File: src/sv/ksdd_pkg.sv
// Shared types, constants and key decode functions of the keypad scan debouncer.
// No dependencies; used by every module of the block.
package ksdd_pkg;

  localparam int unsigned ScanLines = 4;
  localparam int unsigned CodeW     = 4;
  localparam int unsigned CntW      = 8;
  localparam int unsigned GroupW    = 3;

  localparam logic [CntW-1:0] ThrReset = 8'd4;
  localparam logic [CntW-1:0] CntMax   = 8'hFF;

  // Active-low sense codes.
  localparam logic [CodeW-1:0] CodeIdle = 4'hF;
  localparam logic [CodeW-1:0] CodeK0   = 4'hE;
  localparam logic [CodeW-1:0] CodeK1   = 4'hD;
  localparam logic [CodeW-1:0] CodeK2   = 4'hB;
  localparam logic [CodeW-1:0] CodeK3   = 4'h7;

  typedef logic [CodeW-1:0] code_t;
  typedef code_t [ScanLines-1:0] code_vec_t;

  // Control handed from the top level to every lane.
  typedef struct packed {
    logic            en;
    logic [CntW-1:0] thr;
  } lane_ctrl_t;

  // Flags produced by the merging stage.
  typedef struct packed {
    logic [GroupW-1:0] grp0;
    logic [GroupW-1:0] grp1;
    logic              grp3;
  } flags_t;

  // One result item.
  typedef struct packed {
    code_vec_t codes;
    flags_t    flags;
  } result_t;

  // Lines 0 and 1: set one bit, hold the group, or clear it.
  function automatic logic [GroupW-1:0] decode_group(logic [GroupW-1:0] flags, code_t code);
    logic [GroupW-1:0] res;
    unique case (code)
      CodeK0:  res = flags | 3'b001;
      CodeK1:  res = flags | 3'b010;
      CodeK2:  res = flags | 3'b100;
      CodeK3:  res = flags;
      default: res = '0;
    endcase
    return res;
  endfunction

  // Line 3: set the flag, hold it, or clear it.
  function automatic logic decode_line3(logic flag, code_t code);
    logic res;
    unique case (code) inside
      CodeK0:                 res = 1'b1;
      CodeK1, CodeK2, CodeK3: res = flag;
      default:                res = 1'b0;
    endcase
    return res;
  endfunction

endpackage

File: src/sv/ksdd_lane.sv
// One debounce lane: stored code and bounce counter of a single drive line.
// Depends on ksdd_pkg.
module ksdd_lane (
  input  logic                 clk_i,
  input  logic                 rst_ni,
  input  ksdd_pkg::lane_ctrl_t ctrl_i,
  input  ksdd_pkg::code_t      sample_i,
  output ksdd_pkg::code_t      code_o
);

  ksdd_pkg::code_t             code_q, code_d;
  logic [ksdd_pkg::CntW-1:0]   cnt_q, cnt_d;
  logic [ksdd_pkg::CntW-1:0]   cnt_inc;

  always_comb begin
    cnt_inc = (cnt_q == ksdd_pkg::CntMax) ? cnt_q : cnt_q + ksdd_pkg::CntW'(1);
    code_d  = code_q;
    cnt_d   = '0;
    if (sample_i != code_q) begin
      if (cnt_inc > ctrl_i.thr) begin
        code_d = sample_i;
      end else begin
        cnt_d = cnt_inc;
      end
    end
  end

  always_ff @(posedge clk_i or negedge rst_ni) begin
    if (!rst_ni) begin
      code_q <= ksdd_pkg::CodeIdle;
      cnt_q  <= '0;
    end else if (ctrl_i.en) begin
      code_q <= code_d;
      cnt_q  <= cnt_d;
    end
  end

  // The code this pass leaves behind, as the result reports it.
  assign code_o = code_d;

endmodule

File: src/sv/ksdd_merge.sv
// Merging stage: turns the lanes' new codes into the sticky key flags.
// Depends on ksdd_pkg.
module ksdd_merge (
  input  logic                clk_i,
  input  logic                rst_ni,
  input  logic                en_i,
  input  ksdd_pkg::code_vec_t codes_i,
  output ksdd_pkg::flags_t    flags_o
);

  ksdd_pkg::flags_t flags_q, flags_d;

  always_comb begin
    flags_d.grp0 = ksdd_pkg::decode_group(flags_q.grp0, codes_i[0]);
    flags_d.grp1 = ksdd_pkg::decode_group(flags_q.grp1, codes_i[1]);
    flags_d.grp3 = ksdd_pkg::decode_line3(flags_q.grp3, codes_i[3]);
  end

  always_ff @(posedge clk_i or negedge rst_ni) begin
    if (!rst_ni) begin
      flags_q <= '0;
    end else if (en_i) begin
      flags_q <= flags_d;
    end
  end

  assign flags_o = flags_d;

endmodule

File: src/sv/keypad_scan_debounce_decode_unit.sv
// Top level of the 4x4 keypad scan debouncer and key decoder.
// Depends on ksdd_pkg, ksdd_lane and ksdd_merge.
//
// The block takes one full scan pass of a 4x4 key matrix per transfer: four
// active-low sense nibbles, one per drive line. Four debounce lanes work on the
// four lines side by side; each keeps a stable code and an 8-bit bounce counter,
// counting samples that differ from the stable code and adopting a sample once
// the count exceeds debounce_threshold (a matching sample clears the count, and
// the counter saturates at 255, so a threshold of 255 freezes the line). A
// merging stage then decodes the new codes of lines 0, 1 and 3 into sticky key
// flags; line 2 is debounced only. Every pass yields exactly one result. A new
// pass can be taken in every cycle unless the input stalls: all lane state
// updates in the accepting cycle, and the only loop is the compare and increment
// of each lane. The result goes to an output register backed by one skid entry,
// which takes it while the output stalls, so the input keeps flowing while a
// result waits; the input stalls only once both are full. The threshold
// register resets to 4 and is written through the configuration channel, which
// is always ready; write it only while the block is idle.
module keypad_scan_debounce_decode_unit (
  input  logic        clk_i,
  input  logic        rst_ni,
  // Configuration channel.
  input  logic        cfg_valid_i,
  output logic        cfg_ready_o,
  input  logic [7:0]  cfg_data_i,
  // Scan pass input channel.
  input  logic        in_valid_i,
  output logic        in_stall_o,
  input  logic [3:0]  sense_line0_i,
  input  logic [3:0]  sense_line1_i,
  input  logic [3:0]  sense_line2_i,
  input  logic [3:0]  sense_line3_i,
  // Result channel.
  output logic        out_valid_o,
  input  logic        out_stall_i,
  output logic [3:0]  stable_code0_o,
  output logic [3:0]  stable_code1_o,
  output logic [3:0]  stable_code2_o,
  output logic [3:0]  stable_code3_o,
  output logic [2:0]  group0_flags_o,
  output logic [2:0]  group1_flags_o,
  output logic        group3_flag_o
);

  logic [ksdd_pkg::CntW-1:0] thr_q;
  logic                      in_xfer;
  ksdd_pkg::lane_ctrl_t      lane_ctrl;
  ksdd_pkg::code_vec_t       samples;
  ksdd_pkg::code_vec_t       new_codes;
  ksdd_pkg::flags_t          new_flags;
  ksdd_pkg::result_t         new_res;
  ksdd_pkg::result_t         out_q;
  ksdd_pkg::result_t         skid_q;
  logic                      out_valid_q;
  logic                      skid_valid_q;

  // The configuration channel never pushes back.
  assign cfg_ready_o = 1'b1;

  always_ff @(posedge clk_i or negedge rst_ni) begin
    if (!rst_ni) begin
      thr_q <= ksdd_pkg::ThrReset;
    end else if (cfg_valid_i && cfg_ready_o) begin
      thr_q <= cfg_data_i;
    end
  end

  // The input stalls only while the skid entry holds a result.
  assign in_stall_o = skid_valid_q;
  assign in_xfer    = in_valid_i && !in_stall_o;

  assign lane_ctrl.en  = in_xfer;
  assign lane_ctrl.thr = thr_q;

  assign samples[0] = sense_line0_i;
  assign samples[1] = sense_line1_i;
  assign samples[2] = sense_line2_i;
  assign samples[3] = sense_line3_i;

  // One debounce lane per drive line.
  for (genvar g = 0; g < ksdd_pkg::ScanLines; g++) begin : g_lane
    ksdd_lane u_lane (
      .clk_i    (clk_i),
      .rst_ni   (rst_ni),
      .ctrl_i   (lane_ctrl),
      .sample_i (samples[g]),
      .code_o   (new_codes[g])
    );
  end

  // The merging stage decodes the lanes' new codes into the sticky flags.
  ksdd_merge u_merge (
    .clk_i   (clk_i),
    .rst_ni  (rst_ni),
    .en_i    (in_xfer),
    .codes_i (new_codes),
    .flags_o (new_flags)
  );

  assign new_res.codes = new_codes;
  assign new_res.flags = new_flags;

  // Output register with one skid entry behind it.
  always_ff @(posedge clk_i or negedge rst_ni) begin
    if (!rst_ni) begin
      out_valid_q  <= 1'b0;
      skid_valid_q <= 1'b0;
    end else if (!out_valid_q || !out_stall_i) begin
      if (skid_valid_q) begin
        out_valid_q  <= 1'b1;
        skid_valid_q <= 1'b0;
      end else begin
        out_valid_q <= in_xfer;
      end
    end else if (in_xfer) begin
      skid_valid_q <= 1'b1;
    end
  end

  // Payload registers need no reset.
  always_ff @(posedge clk_i) begin
    if (!out_valid_q || !out_stall_i) begin
      if (skid_valid_q) begin
        out_q <= skid_q;
      end else if (in_xfer) begin
        out_q <= new_res;
      end
    end else if (in_xfer) begin
      skid_q <= new_res;
    end
  end

  assign out_valid_o    = out_valid_q;
  assign stable_code0_o = out_q.codes[0];
  assign stable_code1_o = out_q.codes[1];
  assign stable_code2_o = out_q.codes[2];
  assign stable_code3_o = out_q.codes[3];
  assign group0_flags_o = out_q.flags.grp0;
  assign group1_flags_o = out_q.flags.grp1;
  assign group3_flag_o  = out_q.flags.grp3;

endmodule

File: config.mk
export PLATFORM = sky130hd
export DESIGN_NAME = keypad_scan_debounce_decode_unit
export DESIGN_NICKNAME = d
export VERILOG_FILES = /design/src/sv/ksdd_pkg.sv /design/src/sv/ksdd_lane.sv /design/src/sv/ksdd_merge.sv /design/src/sv/keypad_scan_debounce_decode_unit.sv
export SDC_FILE = /design/constraint.sdc
export NUM_CORES = 1
export LEC_CHECK = 0
export BUFFER_PORTS_ARGS = -buffer_cell sky130_fd_sc_hd__buf_2
export CAP_MARGIN = 15
export CORE_MARGIN = 1.5
export CORE_UTILIZATION = 50
export CTS_BUF_LIST = sky130_fd_sc_hd__clkbuf_4
export CTS_CLUSTER_SIZE = 16
export DETAILED_ROUTE_END_ITERATION = 8
export PLACE_DENSITY_LB_ADDON = 0.1
export SLEW_MARGIN = 20
export SYNTH_ARGS = -nofsm -noshare
export SYNTH_HDL_FRONTEND = slang
export SYNTH_SLANG_ARGS = --single-unit
export TNS_END_PERCENT = 5
File: constraint.sdc
create_clock -name clk_i -period 3.3 [get_ports clk_i]
set_input_delay 0.165 -clock clk_i [delete_from_list [all_inputs] [get_ports clk_i]]
set_output_delay 0.165 -clock clk_i [all_outputs]
set_load 0.005 [all_outputs]
=== Word level (Yosys, flattened, before mapping) ===
Index checks and enable logic that the tools add are counted.

* Flip-flop bits (word level): 111
* Bits in latches: 0
* RAM bits: 0
* Bits in read-only memories: 0
* Input bits: 29
* Output and inout bits: 26
* Logic and storage cells: 95
* Memories: 0

* Add/sub/neg operators: 4
* Multiply operators: 0
* Divide/modulo/power cells: 0
* Magnitude comparators: 4
* Eq/ne operators: 20
* Shift-type cells: 0
* Muxes and demuxes: 28
* Bitwise logic cells: 1
* Reductions and logical operators: 10

{| class="wikitable"
|+ Operator list
! operator !! number
|-
| 2-to-1 mux 8 bit || 12
|-
| 2-to-1 mux 23 bit || 2
|-
| equality test 4 bit, second input constant || 9
|-
| adder 8 x 1 -> 8 bit, second input constant || 4
|-
| equality test 8 bit, second input constant || 4
|-
| > comparator 8 bit || 4
|-
| 2-to-1 mux 4 bit || 8
|-
| case mux 3 bit (4 select lines) || 2
|-
| inequality test 4 bit || 4
|-
| equality test 4 x 3 -> 1 bit, second input constant || 3
|-
| AND reduction 2 bit || 2
|-
| nonzero test 2 bit || 2
|-
| zero test 1 bit || 3
|-
| 2-to-1 mux 1 bit || 3
|-
| OR reduction 3 bit || 1
|-
| case mux 1 bit (2 select lines) || 1
|-
| logical AND 1 bit || 1
|-
| logical OR 1 bit || 1
|-
| inverter 1 bit || 1
|}

=== Logic depth before layout (Yosys ltp) ===
* Word-level depth: 10
* Gate-level depth with buffers: 15
* Gate-level depth less buffers: 14

=== By module ===
A second synthesis with hierarchy kept.

* Cell total of the unflattened synthesis: 598
* Area total of the unflattened synthesis: 6,784.0 um2

{| class="wikitable"
|+ Modules (own cells, without submodules)
! module !! instances !! cells each !! area an instance (um2) !! sequential area each (um2)
|-
| ksdd_lane || 4 || 105 || 994.7 || 305.3
|-
| keypad_scan_debounce_decode_unit || 1 || 98 || 2,140.8 || 1,632.8
|-
| ksdd_merge || 1 || 80 || 664.4 || 175.2
|}

=== Worst setup path before layout ===
No wires, ideal clock.

* Path type: reg-to-reg
* Start point: register g_lane[1].u_lane.cnt_q[0] (netlist name)
* End point: register out_q (netlist bit group1_flags_o[1]) (data pin)
* Arrival: 3.087 ns
* Data required time: 3.040 ns
* Slack: -0.047 ns
* Cell stages (with the launch flop): 15
* Path buffers: 0
* Clock period less this slack: 3.347 ns
* Cell sequence: dfrtp_1 ha_1 nand2_1 nor2_1 a21oi_1 nand3_1 xnor2_1 ha_1 a211oi_2 nor2_2 o31a_4 nand2_8 mux2_4 a32o_1 mux2_2

{| class="wikitable"
|+ RTL lines
! what !! line !! RTL
|-
| start: declaration || ksdd_lane.sv:12 || <nowiki>logic [ksdd_pkg::CntW-1:0] cnt_q, cnt_d;</nowiki>
|-
| start signal: assignment || ksdd_lane.sv:34 || <nowiki>cnt_q <= cnt_d;</nowiki>
|-
| end signal: assignment || keypad_scan_debounce_decode_unit.sv:124 || <nowiki>out_q <= skid_q;</nowiki>
|-
| end signal: assignment || keypad_scan_debounce_decode_unit.sv:126 || <nowiki>out_q <= new_res;</nowiki>
|-
| end: declaration || keypad_scan_debounce_decode_unit.sv:52 || <nowiki>ksdd_pkg::result_t out_q;</nowiki>
|}

==> flow_summary.toml <==
[run_status]
status = "complete, but fails checks"
failed_checks = "setup timing"

[sta]
post-route-period-util_pct = 101
relSlewSlack_pct = 56.0
timing.final.crit_period_ns = 3.35
hold_ws_ns = 0.0571
worst_slew_pin_slew_ns = 0.658
slew_violations = 0
max_freq_ghz = 0.299
grt_setup_unrepaired = "yes"
finalSetupTns_ns = -0.0484
hold_violations = 0
setup_ws_ns = -0.0484
clock_skew_ns = 0.0334
finalSetupViolCount = 1

[clock_tree]
cts_tree = "yes"
cts_root_buf = "clkbuf_4"
clk_pin_slew_ns = 0.20
htreeDepth = 3
cts_buffers = 9
clock_path_buffers = 2
clkLatencyLatePin_ns = 0.53
cts_sinks = 111

[layout]
fin_nets = 864
diodes = 0
fillers = 1078
multiInputGateArea_sq_um = 3930
final_cell_mix = "nand2_1 (98), buf_4 (60), buf_2 (53)"
regArea_sq_um = 3030
layout_commonest_cell = "nand2_1"
layout-drive-gt1-share_pct = 32.7
final_util_pct = 63.8
area_delta_synth_final_pct = 23.5

[job]
maxCapViolCount = 0

[power_and_ir_drop]
p_sw_w = 0.00211
combPwrFrac_pct = 46.3
p_clk_share_pct = 13.0
pwr-share-seq_pct = 40.7
p_int_w = 0.00337
p_leak_nw = 3.70
irDropWorstVdd_mv = 0.387
powerDensity_nw_per_um2 = 646
p_sw_share_pct = 38.5

[global_route]
grt_pass1_wl_microns = 26600
track_usage_pct = 23.2
grt_start_max_net_pins = 46
grt.overflow.total = 0
antenna_found_initial = 0
grt_pass1_vias = 5469

[synthesis]
yosysTopAreaCellShare_pct = 20.1
synth-edff-count = 46
synth_area_sq_um = 6860
ys_types = 68
ys_ff_latch = 111
seq_area_frac_synth_pct = 44.1
ys.flop_type = "dfrtp_1"
yosys.area.top_type = "edfxtp_1"
synth_cells = 675
syn_area_per_cell_sq_um = 10.2
ys_async_sr_fraction_pct = 58.6
synth_warnings = 0
synthTopCellsByArea = "edfxtp_1 (20%), dfrtp_1 (17%), mux2_2 (7.7%)"
synth.net_count = 740

[worst_hold_path]
min_to = "skid_q[19]$_DFFE_PP_"
worstHoldStart = "sense_line3_i[0]"
whs_path_depth = 2
min-delay-path-class = "primary input to flip-flop"

[routing]
wl_per_cell_microns = 16.7
ant_nets = 0
first_pass_iters = 5
drtIter0Drc = 332
drc = 0
dr_total_vias = 5581
viasPerCell = 5.69
wl_microns = 16400

[worst_setup_path]
crit_required_ns = 3.60
crit_arrival_ns = 3.65
slowest_stage = "dfrtp_1"
start_kind = "flip-flop"
crit_fanout = 5
rrSetupSlack_ns = -0.05
path_common_cell = "buf_4"
worstRegToRegCells = 16
rr_endpoint = "group0_flags_o[2]$_DFFE_PP_"
crit_start = "g_lane[0].u_lane.cnt_q[0]$_DFFE_PN0P_"
crit_path_end_kind = "flip-flop"
cp_cell_sequence = "buf_4 > buf_4 > nand3_2 > a31oi_4 > nand3_1 > xnor2_1 > ha_1 > buf_4 > nand4_4 > a21oi_4 > buf_6 > o211ai_1 > buf_4 > a221oi_4 > o31ai_4 > mux2_2"
path_class = "flip-flop to flip-flop"
cpPeakStageDelay_ns = 0.44
rr_startpoint = "g_lane[0].u_lane.cnt_q[0]$_DFFE_PN0P_"

[placement]
port_buffers = 53
dpl.hpwl_microns = 11000
gp_congestion = 0.839

[floorplanning]
ios = 55
design.die.area_sq_um = 14400
core_sq_um = 13300
dieWidth_microns = 120
placementRows = 42
start_util_pct = 51.6
die_y_microns = 120
-- worst max-delay path, delay by kind of cell (launching register included) --
family / cells / cell delay, ns
AOI/OAI and AO/OA: 5 / 0.90
xor gates and xnor gates: 1 / 0.16
adders and majority gates: 1 / 0.32
buffers and inverters: 5 / 0.65
DFF: 1 / 0.44
muxes: 1 / 0.27
and+or+nand+nor: 3 / 0.39
-- area by class of cell --
| type | instances | area share [%] |
|---|---|---|
| Clock buffer | 9 | 0.797 |
| Clock inverter | 7 | 1.00 |
| Inverter | 17 | 0.753 |
| Multi-Input combinational cell | 513 | 46.4 |
| Sequential cell | 111 | 35.7 |
| Tap cell | 176 | 2.60 |
| Timing Repair Buffer | 147 | 12.7 |
-- per-stage QoR --
step / total power [W] / instances / setup slack (ns) / area, sq um
2_1_floorplan: 0.00368 / 675 / 0.0251 / 6870
3_3_place_gp: 0.00429 / 918 / -0.0229 / 7570
3_5_place_dp: 0.00438 / 918 / -0.0574 / 7570
4_1_cts: 0.00514 / 963 / -0.0279 / 8030
5_1_grt: 0.00586 / 980 / -0.170 / 8480
6_report: 0.00548 / 980 / -0.0484 / 8480
-- synthesized netlist by cell type (6+ instances only) --
cell type	number
mux2_2	47
dfstp_2	17
mux2i_1	10
dfrtp_1	48
o21ai_1	8
inv_1	16
clkbuf_1	21
nand2b_1	7
nand3_1	43
nand4_1	13
nor2_1	31
nand2_1	102
o21ai_0	34
xor2_1	20
xnor2_1	24
a21oi_1	25
a22o_1	6
nand4b_1	7
a21o_1	10
a32o_1	6
edfxtp_1	46
o21a_1	9
nor2b_1	9
ha_1	36
-- power by group through the flow --
stage	Clock, W	Combinational [W]	Sequential, W
after detailed placement	0	0.00214	0.00223
final	0.000711	0.00253	0.00223
after global placement	0	0.00207	0.00222
after CTS	0.000734	0.00220	0.00221
after floorplan	0	0.00158	0.00209
after global routing	0.000784	0.00279	0.00228
-- sequential cells by signal, summed over array words and instances (netlist names) --
signal and count:
g_lane.u_lane.cnt_q 32, g_lane.u_lane.code_q 16, group0_flags_o 3, group1_flags_o 3, group3_flag_o 1, in_stall_o 1, out_valid_o 1, skid_q 23
stable_code0_o 4, stable_code1_o 4, stable_code2_o 4, stable_code3_o 4, thr_q 8, u_merge.flags_q 7
-- layer usage --
layer / track usage, % / part of all wire [%] / vias to the layer above
met5: 0 / 0 / -
met4: 9.15 / 1.9 / 0
met3: 3.33 / 3.0 / 28
met2: 38.6 / 50 / 122
met1: 30.7 / 45 / 2741
li1: - / - / 2690
-- logic make-up after synthesis --
logic type	count (synthesis)	synth area share [%]
XOR/XNOR	44	5.61
other	1	0.0546
buffers and inverters	51	3.24
AO/OA/AOI/OAI	129	13.0
AND/OR/NAND/NOR	244	17.8
multiplexers	59	9.61
flip-flops	111	44.1
adder cells (fa/ha/maj)	36	6.56
-- what timing repair did --
action,in CTS,in global routing
pin swaps,0,22
gates resized for setup,5,60
endpoints found under the hold margin,39,2
setup endpoints to repair,18,41
buffers inserted,0,16
hold buffers,29,1
-- how the worst max path moves through the flow --
stage | endpoint | slack (ns) | cells after the start
final | group0_flags_o[2]$_DFFE_PP_ | -0.05 | 16
after global routing | group0_flags_o[2]$_DFFE_PP_ | -0.17 | 16
after CTS | stable_code2_o[1]$_DFFE_PP_ | -0.03 | 12
after detailed placement | g_lane[2].u_lane.code_q[1]$_DFFE_PN1P_ | -0.06 | 13
after global placement | stable_code2_o[1]$_DFFE_PP_ | -0.02 | 13
after floorplan | group1_flags_o[1]$_DFFE_PP_ | 0.03 | 14
No activity file was read; power rests on OpenSTA's default activity.
